**config.mk**
```make
export PLATFORM = sky130hd
export DESIGN_NAME = mmb_ctrl
export DESIGN_NICKNAME = d
export VERILOG_FILES = /design/src/mmb_pkg.sv /design/src/mmb_ctrl.sv
export SDC_FILE = /design/constraint.sdc
export NUM_CORES = 1
export LEC_CHECK = 0
export BUFFER_PORTS_ARGS = -buffer_cell sky130_fd_sc_hd__buf_2
export CAP_MARGIN = 25
export CORE_ASPECT_RATIO = 1.75
export CORE_MARGIN = 8
export CORE_UTILIZATION = 49
export CTS_CLUSTER_SIZE = 20
export DETAILED_ROUTE_END_ITERATION = 8
export PLACE_DENSITY = 0.81
export RECOVER_POWER = 100
export SKIP_CTS_REPAIR_TIMING = 1
export SLEW_MARGIN = 0
export SYNTH_ARGS = -nofsm -noshare
export SYNTH_HDL_FRONTEND = slang
export SYNTH_SLANG_ARGS = --single-unit
export TNS_END_PERCENT = 50
```
**constraint.sdc**
```tcl
create_clock -name clk -period 1.7 [get_ports clk]
set_input_delay 0 -clock clk [delete_from_list [all_inputs] [get_ports clk]]
set_output_delay 0 -clock clk [all_outputs]
set_load 0.005 [all_outputs]
```
**src/mmb_pkg.sv**
```systemverilog
package mmb_pkg;

    // Default widths of the fixed-point format and of the binary angles.
    localparam int FRAC_BITS_DEF  = 16;
    localparam int ANGLE_BITS_DEF = 16;

    // Rotation-mode CORDIC constants: step count, step index width, and the gain and pi/2 in Q2.30.
    localparam int CORDIC_STEPS = 30;
    localparam int STEP_W       = $clog2(CORDIC_STEPS);
    localparam logic signed [31:0] CORDIC_GAIN_Q30 = 32'sd652032874;
    localparam logic [30:0]        HALF_PI_Q30     = 31'd1686629713;

    // Update kinds carried by an input word.
    localparam logic [1:0] KIND_ROT   = 2'd0;
    localparam logic [1:0] KIND_TRANS = 2'd1;
    localparam logic [1:0] KIND_SCALE = 2'd2;
    localparam logic [1:0] KIND_NONE  = 2'd3;

    // Product job sequence: scale updates, rotation terms, then three per row.
    localparam int JOB_W = 5;
    localparam logic [JOB_W-1:0] JOB_SCALE_LAST = 5'd2;
    localparam logic [JOB_W-1:0] JOB_ROT_FIRST  = 5'd3;
    localparam logic [JOB_W-1:0] JOB_ROW0_LAST  = 5'd19;
    localparam logic [JOB_W-1:0] JOB_ROW1_LAST  = 5'd22;
    localparam logic [JOB_W-1:0] JOB_ROW2_LAST  = 5'd25;

    localparam logic [1:0] AXIS_LAST = 2'd2;
    localparam logic [1:0] ROW_PENULT = 2'd2;
    localparam logic [1:0] ROW_LAST  = 2'd3;

    typedef struct packed {
        logic [1:0]         kind;
        logic signed [31:0] value_x;
        logic signed [31:0] value_y;
        logic signed [31:0] value_z;
    } in_word_t;

    typedef struct packed {
        logic [1:0]         row_index;
        logic signed [31:0] col0;
        logic signed [31:0] col1;
        logic signed [31:0] col2;
        logic signed [31:0] col3;
        logic               last_row;
    } out_word_t;

    typedef enum logic [3:0] {
        OP_NONE,
        OP_LATCH,
        OP_MUL_ISSUE,
        OP_MUL_WB,
        OP_RESID,
        OP_CINIT,
        OP_CSTEP,
        OP_CDONE,
        OP_LOAD
    } op_t;

    typedef enum logic [2:0] {
        S_IDLE,
        S_MUL_ISSUE,
        S_MUL_WB,
        S_TRIG_MUL,
        S_TRIG_INIT,
        S_CORDIC,
        S_TRIG_DONE,
        S_LOAD
    } state_t;

    typedef enum logic [4:0] {
        OPD_SCALE0, OPD_SCALE1, OPD_SCALE2,
        OPD_VAL0, OPD_VAL1, OPD_VAL2,
        OPD_CX, OPD_SX, OPD_CY, OPD_SY, OPD_CZ, OPD_SZ,
        OPD_SYX, OPD_CYX,
        OPD_ROT00, OPD_ROT01, OPD_ROT02,
        OPD_ROT10, OPD_ROT11, OPD_ROT12,
        OPD_ROT20, OPD_ROT21, OPD_ROT22,
        OPD_RESID, OPD_HALFPI
    } opnd_t;

    typedef enum logic [4:0] {
        DST_NONE,
        DST_SCALE0, DST_SCALE1, DST_SCALE2,
        DST_SYX, DST_CYX,
        DST_ROT00, DST_ROT01, DST_ROT02,
        DST_ROT10, DST_ROT11,
        DST_ROT20, DST_ROT21, DST_ROT22,
        DST_E0, DST_E1, DST_E2
    } dst_t;

    typedef enum logic [1:0] {
        MD_WR,
        MD_ADD,
        MD_SUB
    } mode_t;

    typedef struct packed {
        opnd_t a;
        opnd_t b;
        dst_t  dst;
        mode_t mode;
    } job_t;

    typedef struct packed {
        op_t              op;
        logic [JOB_W-1:0] job;
        logic [1:0]       sel;
        logic [STEP_W-1:0] step;
    } cmd_t;

    typedef struct packed {
        logic out_free;
        logic item_skip;
    } status_t;

    function automatic job_t job_entry(input logic [JOB_W-1:0] j);
        job_t e;
        case (j)
            5'd0:  e = '{OPD_SCALE0, OPD_VAL0, DST_SCALE0, MD_WR};
            5'd1:  e = '{OPD_SCALE1, OPD_VAL1, DST_SCALE1, MD_WR};
            5'd2:  e = '{OPD_SCALE2, OPD_VAL2, DST_SCALE2, MD_WR};
            5'd3:  e = '{OPD_SY, OPD_SX, DST_SYX, MD_WR};
            5'd4:  e = '{OPD_CY, OPD_SX, DST_CYX, MD_WR};
            5'd5:  e = '{OPD_CY, OPD_CZ, DST_ROT00, MD_WR};
            5'd6:  e = '{OPD_SYX, OPD_SZ, DST_ROT00, MD_ADD};
            5'd7:  e = '{OPD_SYX, OPD_CZ, DST_ROT01, MD_WR};
            5'd8:  e = '{OPD_CY, OPD_SZ, DST_ROT01, MD_SUB};
            5'd9:  e = '{OPD_SY, OPD_CX, DST_ROT02, MD_WR};
            5'd10: e = '{OPD_CX, OPD_SZ, DST_ROT10, MD_WR};
            5'd11: e = '{OPD_CX, OPD_CZ, DST_ROT11, MD_WR};
            5'd12: e = '{OPD_CYX, OPD_SZ, DST_ROT20, MD_WR};
            5'd13: e = '{OPD_SY, OPD_CZ, DST_ROT20, MD_SUB};
            5'd14: e = '{OPD_SY, OPD_SZ, DST_ROT21, MD_WR};
            5'd15: e = '{OPD_CYX, OPD_CZ, DST_ROT21, MD_ADD};
            5'd16: e = '{OPD_CY, OPD_CX, DST_ROT22, MD_WR};
            5'd17: e = '{OPD_SCALE0, OPD_ROT00, DST_E0, MD_WR};
            5'd18: e = '{OPD_SCALE0, OPD_ROT01, DST_E1, MD_WR};
            5'd19: e = '{OPD_SCALE0, OPD_ROT02, DST_E2, MD_WR};
            5'd20: e = '{OPD_SCALE1, OPD_ROT10, DST_E0, MD_WR};
            5'd21: e = '{OPD_SCALE1, OPD_ROT11, DST_E1, MD_WR};
            5'd22: e = '{OPD_SCALE1, OPD_ROT12, DST_E2, MD_WR};
            5'd23: e = '{OPD_SCALE2, OPD_ROT20, DST_E0, MD_WR};
            5'd24: e = '{OPD_SCALE2, OPD_ROT21, DST_E1, MD_WR};
            5'd25: e = '{OPD_SCALE2, OPD_ROT22, DST_E2, MD_WR};
            default: e = '{OPD_SCALE0, OPD_SCALE0, DST_NONE, MD_WR};
        endcase
        return e;
    endfunction

    function automatic logic signed [31:0] atan_q30(input logic [STEP_W-1:0] i);
        logic signed [31:0] a;
        case (i)
            5'd0:  a = 32'sh3243F6A8;
            5'd1:  a = 32'sh1DAC6705;
            5'd2:  a = 32'sh0FADBAFC;
            5'd3:  a = 32'sh07F56EA6;
            5'd4:  a = 32'sh03FEAB76;
            5'd5:  a = 32'sh01FFD55B;
            5'd6:  a = 32'sh00FFFAAA;
            5'd7:  a = 32'sh007FFF55;
            5'd8:  a = 32'sh003FFFEA;
            5'd9:  a = 32'sh001FFFFD;
            5'd10: a = 32'sh000FFFFF;
            5'd11: a = 32'sh0007FFFF;
            5'd12: a = 32'sh0003FFFF;
            5'd13: a = 32'sh0001FFFF;
            5'd14: a = 32'sh0000FFFF;
            5'd15: a = 32'sh00007FFF;
            5'd16: a = 32'sh00003FFF;
            5'd17: a = 32'sh00001FFF;
            5'd18: a = 32'sh00000FFF;
            5'd19: a = 32'sh000007FF;
            5'd20: a = 32'sh000003FF;
            5'd21: a = 32'sh000001FF;
            5'd22: a = 32'sh000000FF;
            5'd23: a = 32'sh0000007F;
            5'd24: a = 32'sh0000003F;
            5'd25: a = 32'sh0000001F;
            5'd26: a = 32'sh0000000F;
            5'd27: a = 32'sh00000008;
            5'd28: a = 32'sh00000004;
            5'd29: a = 32'sh00000002;
            default: a = 32'sh00000000;
        endcase
        return a;
    endfunction

endpackage

```
**src/mmb_ctrl.sv**
```systemverilog
module mmb_ctrl (
    input  logic             clk,
    input  logic             rst_n,
    input  logic             item_valid,
    output logic             item_ready,
    input  mmb_pkg::status_t status,
    output mmb_pkg::cmd_t    cmd
);
    import mmb_pkg::*;

    state_t            state_reg, state_next;
    logic [JOB_W-1:0]  job_reg, job_next;
    logic [1:0]        axis_reg, axis_next;
    logic [STEP_W-1:0] step_reg, step_next;
    logic [1:0]        row_reg, row_next;

    always_ff @(posedge clk or negedge rst_n)
    begin
        if (!rst_n)
        begin
            state_reg <= S_IDLE;
            job_reg   <= '0;
            axis_reg  <= '0;
            step_reg  <= '0;
            row_reg   <= '0;
        end
        else
        begin
            state_reg <= state_next;
            job_reg   <= job_next;
            axis_reg  <= axis_next;
            step_reg  <= step_next;
            row_reg   <= row_next;
        end
    end

    // Next state.
    always_comb
    begin
        state_next = state_reg;
        job_next   = job_reg;
        axis_next  = axis_reg;
        step_next  = step_reg;
        row_next   = row_reg;
        case (state_reg)
            S_IDLE:
            begin
                if (item_valid && !status.item_skip)
                begin
                    state_next = S_MUL_ISSUE;
                    job_next   = '0;
                    axis_next  = '0;
                    row_next   = '0;
                end
            end
            S_MUL_ISSUE:
            begin
                state_next = S_MUL_WB;
            end
            S_MUL_WB:
            begin
                if (job_reg == JOB_SCALE_LAST)
                begin
                    state_next = S_TRIG_MUL;
                end
                else if (job_reg == JOB_ROW0_LAST || job_reg == JOB_ROW1_LAST ||
                         job_reg == JOB_ROW2_LAST)
                begin
                    state_next = S_LOAD;
                end
                else
                begin
                    state_next = S_MUL_ISSUE;
                    job_next   = job_reg + 1'b1;
                end
            end
            S_TRIG_MUL:
            begin
                state_next = S_TRIG_INIT;
            end
            S_TRIG_INIT:
            begin
                state_next = S_CORDIC;
                step_next  = '0;
            end
            S_CORDIC:
            begin
                if (step_reg == STEP_W'(CORDIC_STEPS - 1))
                begin
                    state_next = S_TRIG_DONE;
                end
                else
                begin
                    step_next = step_reg + 1'b1;
                end
            end
            S_TRIG_DONE:
            begin
                if (axis_reg == AXIS_LAST)
                begin
                    state_next = S_MUL_ISSUE;
                    job_next   = JOB_ROT_FIRST;
                end
                else
                begin
                    state_next = S_TRIG_MUL;
                    axis_next  = axis_reg + 1'b1;
                end
            end
            S_LOAD:
            begin
                if (status.out_free)
                begin
                    row_next = row_reg + 1'b1;
                    if (row_reg == ROW_LAST)
                    begin
                        state_next = S_IDLE;
                    end
                    else if (row_reg == ROW_PENULT)
                    begin
                        state_next = S_LOAD;
                    end
                    else
                    begin
                        state_next = S_MUL_ISSUE;
                        job_next   = job_reg + 1'b1;
                    end
                end
            end
            default:
            begin
                state_next = S_IDLE;
            end
        endcase
    end

    // Outputs.
    always_comb
    begin
        item_ready = 1'b0;
        cmd.op     = OP_NONE;
        cmd.job    = job_reg;
        cmd.sel    = axis_reg;
        cmd.step   = step_reg;
        case (state_reg)
            S_IDLE:
            begin
                item_ready = 1'b1;
                if (item_valid && !status.item_skip)
                begin
                    cmd.op = OP_LATCH;
                end
            end
            S_MUL_ISSUE: cmd.op = OP_MUL_ISSUE;
            S_MUL_WB:    cmd.op = OP_MUL_WB;
            S_TRIG_MUL:  cmd.op = OP_RESID;
            S_TRIG_INIT: cmd.op = OP_CINIT;
            S_CORDIC:    cmd.op = OP_CSTEP;
            S_TRIG_DONE: cmd.op = OP_CDONE;
            S_LOAD:
            begin
                cmd.sel = row_reg;
                if (status.out_free)
                begin
                    cmd.op = OP_LOAD;
                end
            end
            default:     cmd.op = OP_NONE;
        endcase
    end

endmodule

```
* After elaboration in Yosys (flattened, before gate mapping)
Cells that the tools add are included.
Storage, ports and cells: register bits 17, output and inout bits 17, word-level logic and storage cells 77
Operators by class: add/subtract/negate cells 4, equal/unequal tests 25, muxes and demuxes 29, reductions and logical operators 14
Operators with widths (count):
- 5-bit 2-to-1 mux | 8
- 4-bit case mux with 8 select lines | 1
- 3-bit case mux with 8 select lines | 1
- 3-bit 2-to-1 mux | 7
- 5-bit equality test (second input constant) | 4
- 2-bit inequality test (second input constant) | 10
- 5-bit case mux with 4 select lines | 1
- 3-bit equality test (second input constant) | 4
- 5-bit by 1-bit adder with 5-bit output (second input constant) | 2
- 2-bit 2-to-1 mux | 5
- 5-bit case mux with 2 select lines | 1
- 3-bit AND reduction | 3
- 2-bit case mux with 2 select lines | 2
- 8-bit AND reduction | 1
- 2-bit equality test (second input constant) | 3
- 3-bit by 2-bit equality test with 1-bit output (second input constant) | 2
- 2-bit nonzero test | 3
- 5-bit by 2-bit equality test with 1-bit output (second input constant) | 1
- 2-bit by 1-bit adder with 2-bit output (second input constant) | 2
- 4-bit 2-to-1 mux | 1
- 4-bit nonzero test | 1
- 3-bit by 1-bit equality test with 1-bit output (second input constant) | 1
- 3-bit logical NOT | 1
- 1-bit logical OR | 2
- 4 further kinds | 5

* Depth between registers and ports, before layout
Gate-level depths: netlist of run 1.
depth in word-level cells 6, depth in mapped cells 7

* Worst setup path after synthesis of run 1
OpenSTA, ideal clock, no wires.
kind register -> register, start point register job_reg[0], end point register job_reg[3], library setup time 0.124 ns, arrival time 1.714 ns, data required time 1.576 ns, path slack -0.138 ns, stages on the path, launching flop included 8, path buffers 0, cells stage by stage dfrtp_1 -> inv_1 -> ha_1 -> or4b_4 -> o31ai_4 -> a21o_2 -> nor3b_1 -> a211o_1
On the way: word-level cells in the longest chain between the ends 5, elaborated cells on any way between the ends 16, those cells by class add/sub (1); eq/ne (6); mux (6); reduce/logical (3)
Ends and longest elaborated chain:
- from (decl) | line mmb_ctrl.sv:12 | logic [JOB_W-1:0] job_reg, job_next;
- from (signal assigned) | line mmb_ctrl.sv:30 | job_reg <= job_next;
- 5-bit by 1-bit adder with 5-bit output / 5-bit equality test (equally long branches) | line mmb_ctrl.sv:74, mmb_ctrl.sv:126, mmb_ctrl.sv:66
- 5-bit 2-to-1 mux / 1-bit logical OR (equally long branches) | line mmb_ctrl.sv:119, mmb_ctrl.sv:66
- 5-bit 2-to-1 mux / 1-bit logical OR (equally long branches) | line mmb_ctrl.sv:115, mmb_ctrl.sv:66
- 5-bit 2-to-1 mux / 2-bit inequality test (equally long branches)
- 5-bit case mux with 4 select lines / 8-bit AND reduction (equally long branches)
Parallel ways exist; a longest one is shown, timed or not. The select of a mux whose other input is x is not followed. A chain may end at the register's enable or synchronous reset.

* Final worst setup path of run 1
start point register job_reg[0], end point register job_reg[4]
The elaborated chain is that of the path after synthesis.

==> run summary, run 1 <==
Outcome -> finished, violations left
Failing checks -> setup timing
Area of the core -> 2430 um^2
Filler Cells Inserted -> 196
CP Launch Type -> register
Cell Pwr Density -> 1790 nW/um^2
RSZ-0062 raised after global routing -> true
Grt total ovfl -> 0
Area Growth Syn to Fin -> 34.9%
Maximum clock rate -> 528 MHz
Area leader, netlist -> dfrtp_1
Fin util -> 68.0%
CTS H-Tree Depth -> 1
DR WL/cell -> 15.5 um
Period utilisation layout -> 111%
Ys flop type -> dfrtp_1
Min-delay src -> status[1]
HP Class -> primary input to register
CP Max Fanout -> 4
Max Slew Vio Count -> 0
Unique cell type count in the Yosys netlist -> 44
Sw Pwr -> 0.00133 W
Final setup viols -> 6
Final worst setup slack -> -0.194 ns
Final WL -> 3360 um
Starting Density -> 50.4%
Layout cells sized above 1 -> 33.2%
R2R Path Start -> job_reg[0]$_DFFE_PN0P_
Synth top area share -> 34.7%
WL met2 -> 1880 um
Routed wire length on met3 -> 117 um
FF+latch count, synth -> 17
Crit end category -> register
First-pass GRT wire length -> 5590 um
Overall Global Routing Usage -> 16.4%
Mapped Cells -> 140
FF-to-FF path depth -> 7
Post-synth EDFFs -> 0
Largest net degree at the start of global routing -> 19
Slew margin rel. -> 34.3%
Slew at the pin closest to its max-slew limit -> 0.986 ns
Arr. time, crit path -> 2.09 ns
Maximum clock path buffer count -> 2
Pre-antenna DRT Iters -> 4
Die ar. -> 4420 um^2
Leakage Power -> 0.791 nW
Placer Congestion -> 0.944
Crit path from -> job_reg[0]$_DFFE_PN0P_
Top Layer Used -> met4
Hold WS -> 0.0929 ns
Tot Pwr -> 0.00295 W
Clk_lat worst skew -> 0.27 ns
Clock share of power -> 11.2%
Clk root buf -> clkbuf_8
I/O pin total -> 22
Met1 wire length -> 1230 um
IO buf count -> 21
Reg power frac -> 23.9%
CTS sink count -> 17
Die Width -> 53.8 um
WP data required -> 1.90 ns
Top post-synthesis cells by area -> dfrtp_1, ha_1, nand2_1
Synthesized area -> 1220 um^2
DRC -> 0
Vias/cell -> 5.77
FP Rows -> 24
Clock Pin Slew Worst Setup and Hold Paths -> 0.09 ns
Setup CP Type -> register to register
Hpwl dp -> 2530 um
Max VDD drop -> 1100 uV
# diodes -> 0
Fin. Hold Viols -> 0
DRT iter0 DRCs -> 27
Comb power frac -> 64.9%
Initial antenna violation count -> 0
Yosys warns -> 0
Syn Nets -> 153
Int Pwr -> 0.00163 W
Total number of vias -> 1247
Async SR Flop Fraction -> 100%
Die Height -> 82.1 um
Post-placement setup slack -> -0.159 ns
Max-cap violations -> 0
Switching part of the total -> 44.9%
Sequential area share after synthesis -> 34.7%
Min Tclk post-route -> 1.89 ns
Syn Area/Cell -> 8.75 um^2
Hold depth -> 4
Vias in the first global route -> 1340
Cts bufs inserted -> 3
Clk_skew -> 0.0149 ns
CTS tree -> done
Nets -> 204
Post-DRT Antenna Nets -> 0
final cells by class:
class / instances / area (um^2) / area share, %
timing repair buffer: 52 / 330 / 20.0
sequential: 17 / 427 / 25.8
tap: 26 / 32.5 / 1.97
clock buffer: 3 / 41.3 / 2.50
multi-input combinational: 106 / 773 / 46.8
inverter: 11 / 41.3 / 2.50
clock inverter: 1 / 7.51 / 0.454
through the flow:
step | setup TNS [ns] | instance area (um^2) | instances
final | -0.923 | 1650 | 216
after CTS | -0.710 | 1580 | 212
after detailed placement | -0.547 | 1530 | 208
after floorplan | -0.275 | 1220 | 140
after global routing | -1.27 | 1650 | 216
after global placement | -0.292 | 1530 | 208
per-layer routing:
metal  vias up  track usage, %
met5         -               0
met4         0            8.38
met3        12            3.76
met2        28            31.1
met1       611            15.1
li1        596               -
placed cells by master (no fill, tap or decap), types with 2 or more instances in the layout:
cell	n
inv_1	11
nand2b_1	3
nand4b_1	2
xnor2_1	2
xor2_1	4
nand4_1	3
o21ai_0	10
clkbuf_8	3
nand2_1	18
a21oi_1	7
or3_1	2
nor2_1	9
nand3_1	5
mux2i_1	3
buf_4	25
ha_1	7
buf_2	16
clkbuf_1	8
buf_6	2
dfrtp_1	16
o211ai_1	2
cell usage after synthesis (3+ instances only):
| master | number |
|---|---|
| xor2_1 | 4 |
| a21oi_1 | 8 |
| inv_1 | 11 |
| nand2b_1 | 3 |
| o21ai_0 | 10 |
| nand2_1 | 18 |
| mux2i_1 | 3 |
| ha_1 | 8 |
| nand4_1 | 3 |
| nor2_1 | 10 |
| buf_2 | 3 |
| nand3_1 | 5 |
| dfrtp_1 | 17 |
logic make-up (layout without fill, tap and decap cells):
kind of cell	count (synthesis)	after routing	synth area share [%]
AOI/OAI and AO/OA	34	34	19.3
xor gates and xnor gates	6	6	4.29
adders and majority gates	8	8	8.17
buffers and inverters	17	67	6.13
DFF	17	17	34.7
muxes	4	4	3.37
and+or+nand+nor	54	54	24.0
power by group through the flow:
stage / registers (W) / clock network (W) / logic [W]
after global routing: 0.000727 / 0.000347 / 0.00209
after CTS: 0.000697 / 0.000332 / 0.00178
final: 0.000706 / 0.000332 / 0.00192
after detailed placement: 0.000700 / 0 / 0.00176
after global placement: 0.000693 / 0 / 0.00168
after floorplan: 0.000699 / 0 / 0.000998
critical path, stage by stage, from the launching register on:
cell and delay, ns:
dfrtp_1 0.39, inv_1 0.06, ha_2 0.17, or4b_4 0.47, o31ai_4 0.21, nand3b_1 0.25, buf_4 0.17, a21o_1 0.10
path summary, 6_finish.rpt:
path	end	slack, ns
worst max-delay path	job_reg[4]$_DFFE_PN0P_	-0.19
worst min-delay path	state_reg[2]$_DFFE_PN0P_	0.09
worst max register to register	job_reg[4]$_DFFE_PN0P_	-0.19
worst min register to register	row_reg[1]$_DFFE_PN0P_	0.57
max in group asynchronous	state_reg[0]$_DFFE_PN0P_	0.62
min in group asynchronous	job_reg[2]$_DFFE_PN0P_	0.40
(Power assumes the default switching activity.)
==> run 2: changes to the inputs <==
--- a/config.mk
+++ b/config.mk
@@ -7,8 +7,7 @@
 export LEC_CHECK = 0
 export BUFFER_PORTS_ARGS = -buffer_cell sky130_fd_sc_hd__buf_2
 export CAP_MARGIN = 25
-export CORE_ASPECT_RATIO = 1.75
-export CORE_MARGIN = 8
+export CORE_MARGIN = 3
 export CORE_UTILIZATION = 49
 export CTS_CLUSTER_SIZE = 20
 export DETAILED_ROUTE_END_ITERATION = 8
==> run summary, run 2 (synthesis gave the netlist of run 1 again) <==
HP Class -> primary input to register
Total number of vias -> 1221 (-2.1%)
Pre-antenna DRT Iters -> 4 (unchanged)
Max-cap violations -> 0 (unchanged)
Placer Congestion -> 0.859 (-9.0%)
Clk root buf -> clkbuf_4
Clock Pin Slew Worst Setup and Hold Paths -> 0.11 ns (+0.02 ns)
Die Height -> 56 um (-32%)
Post-DRT Antenna Nets -> 0 (unchanged)
# diodes -> 0 (unchanged)
Min-delay src -> status[1]
Fin. Hold Viols -> 0 (unchanged)
Largest net degree at the start of global routing -> 19 (unchanged)
Finished Layout Cells -> 217 (+0.46%)
CP Max Fanout -> 4 (unchanged)
Max Slew Vio Count -> 0 (unchanged)
Overall Global Routing Usage -> 18.9% (+2.6 points)
Register area -> 427 um^2 (unchanged)
Area occupied by multi-input gates -> 758 um^2 (-1.9%)
Commonest non-fill, non-tap cell in the layout -> buf_4
Cell Pwr Density -> 1700 nW/um^2 (-4.6%)
Layout cells sized above 1 -> 31.7% (-1.4 points)
Initial antenna violation count -> 0 (unchanged)
R2R Path Start -> job_reg[0]$_DFFE_PN0P_
Maximum clock path buffer count -> 2 (unchanged)
Final worst setup slack -> -0.198 ns (-0.00412 ns)
Outcome -> finished, violations left
DRT iter0 DRCs -> 42 (+56%)
Cts bufs inserted -> 3 (unchanged)
CTS H-Tree Depth -> 1 (unchanged)
Starting Density -> 53.3% (+3.0 points)
RSZ-0062 raised after global routing -> true
Final WL -> 3120 um (-7.1%)
I/O pin total -> 22 (unchanged)
Crit end category -> register
WP data required -> 1.93 ns (+0.03 ns)
Die Width -> 56 um (+4.1%)
Filler Cells Inserted -> 184 (-6.1%)
Slew margin rel. -> 32.1% (-2.1 points)
Area of the core -> 2300 um^2 (-5.6%)
Hpwl dp -> 2190 um (-13%)
Min Tclk post-route -> 1.90 ns (+0.00412 ns)
Leakage Power -> 0.780 nW (-1.4%)
Clk_lat worst skew -> 0.31 ns (+0.04 ns)
DR WL/cell -> 14.4 um (-7.5%)
Nets -> 203 (-0.49%)
Clk_skew -> 0.00881 ns (-0.00606 ns)
FF-to-FF path depth -> 7 (unchanged)
Setup CP Type -> register to register
Arr. time, crit path -> 2.13 ns (+0.04 ns)
Grt total ovfl -> 0 (unchanged)
Hold WS -> 0.0538 ns (-0.0392 ns)
Failing checks -> setup timing
Area Growth Syn to Fin -> 31.1%
FP Rows -> 17 (-29%)
First-pass GRT wire length -> 4730 um (-15%)
Slew at the pin closest to its max-slew limit -> 1.02 ns (+0.0320 ns)
CP max stage delay -> 0.47 ns (about the same)
Die ar. -> 3140 um^2 (-29%)
IO buf count -> 21 (unchanged)
Max VDD drop -> 988 uV (-10%)
CP Launch Type -> register
CTS sink count -> 17 (unchanged)
Maximum clock rate -> 527 MHz (-0.22%)
Most frequent cells in the layout -> buf_4, nand2_1, dfrtp_1, buf_2, inv_1
CTS tree -> done
Critical path cell sequence -> inv_1 -> ha_1 -> or4b_4 -> o31ai_4 -> nand3b_1 -> buf_4 -> mux2i_1
Vias in the first global route -> 1126 (-16%)
Period utilisation layout -> 112% (+0.24 points)
Hold depth -> 4 (unchanged)
Fin util -> 69.9% (+1.9 points)
Slowest CP cell -> or4b_4
DRC -> 0 (unchanged)
Crit path from -> job_reg[0]$_DFFE_PN0P_
Final setup viols -> 11 (+5)
Vias/cell -> 5.63 (-2.5%)
DP Cell Count -> 208 (unchanged)
## run 2: final cells by class
class,instances,share of cell area (%)
repair buffers,51,19.8
clock buffers,4,1.64
flip-flops and latches,17,26.6
well taps,28,2.18
inverters,11,2.57
multi-input cells,106,47.2
## run 2: routing by layer
layer  GRT usage (%)  vias to the layer above  share of wire [%]
li1                -                      597                  -
met1            22.4                      574                 43
met2            33.9                       45                 51
met3            2.78                        5                4.5
met4            7.46                        0                1.5
met5               0                        -                  0
## run 2: report_power, final
part / total (W) / leakage [nW] / switching, W / internal [W]
logic: 0.00178 / 0.544 / 0.000934 / 0.000844
clock network: 0.000234 / 0.0150 / 0.000143 / 0.0000917
registers: 0.000724 / 0.221 / 0.000177 / 0.000547
## run 2: per-stage QoR
| stage | total power, W | setup WS, ns | TNS [ns] | area [um^2] |
|---|---|---|---|---|
| 2_1_floorplan | 0.00170 | -0.138 | -0.275 | 1220 |
| 3_3_place_gp | 0.00232 | -0.102 | -0.227 | 1520 |
| 3_5_place_dp | 0.00239 | -0.146 | -0.351 | 1520 |
| 4_1_cts | 0.00262 | -0.170 | -0.439 | 1550 |
| 5_1_grt | 0.00297 | -0.285 | -2.13 | 1610 |
| 6_report | 0.00274 | -0.198 | -0.837 | 1610 |
## run 2: critical path, delay by kind of cell, from the launching register on
kind	cells	cell delay [ns]
compound gates	1	0.23
fa+ha+maj	1	0.14
buf+inv	2	0.21
flops	1	0.39
mux	1	0.16
simple gates	2	0.70
## run 2: final timing paths
check	end	slack [ns]
setup / recovery	job_reg[1]$_DFFE_PN0P_	-0.20
hold reg to reg	row_reg[0]$_DFFE_PN0P_	0.53
min in group asynchronous	job_reg[3]$_DFFE_PN0P_	0.38
hold / removal	state_reg[0]$_DFFE_PN0P_	0.05
setup reg to reg	job_reg[1]$_DFFE_PN0P_	-0.20
max in group asynchronous	state_reg[1]$_DFFE_PN0P_	0.65
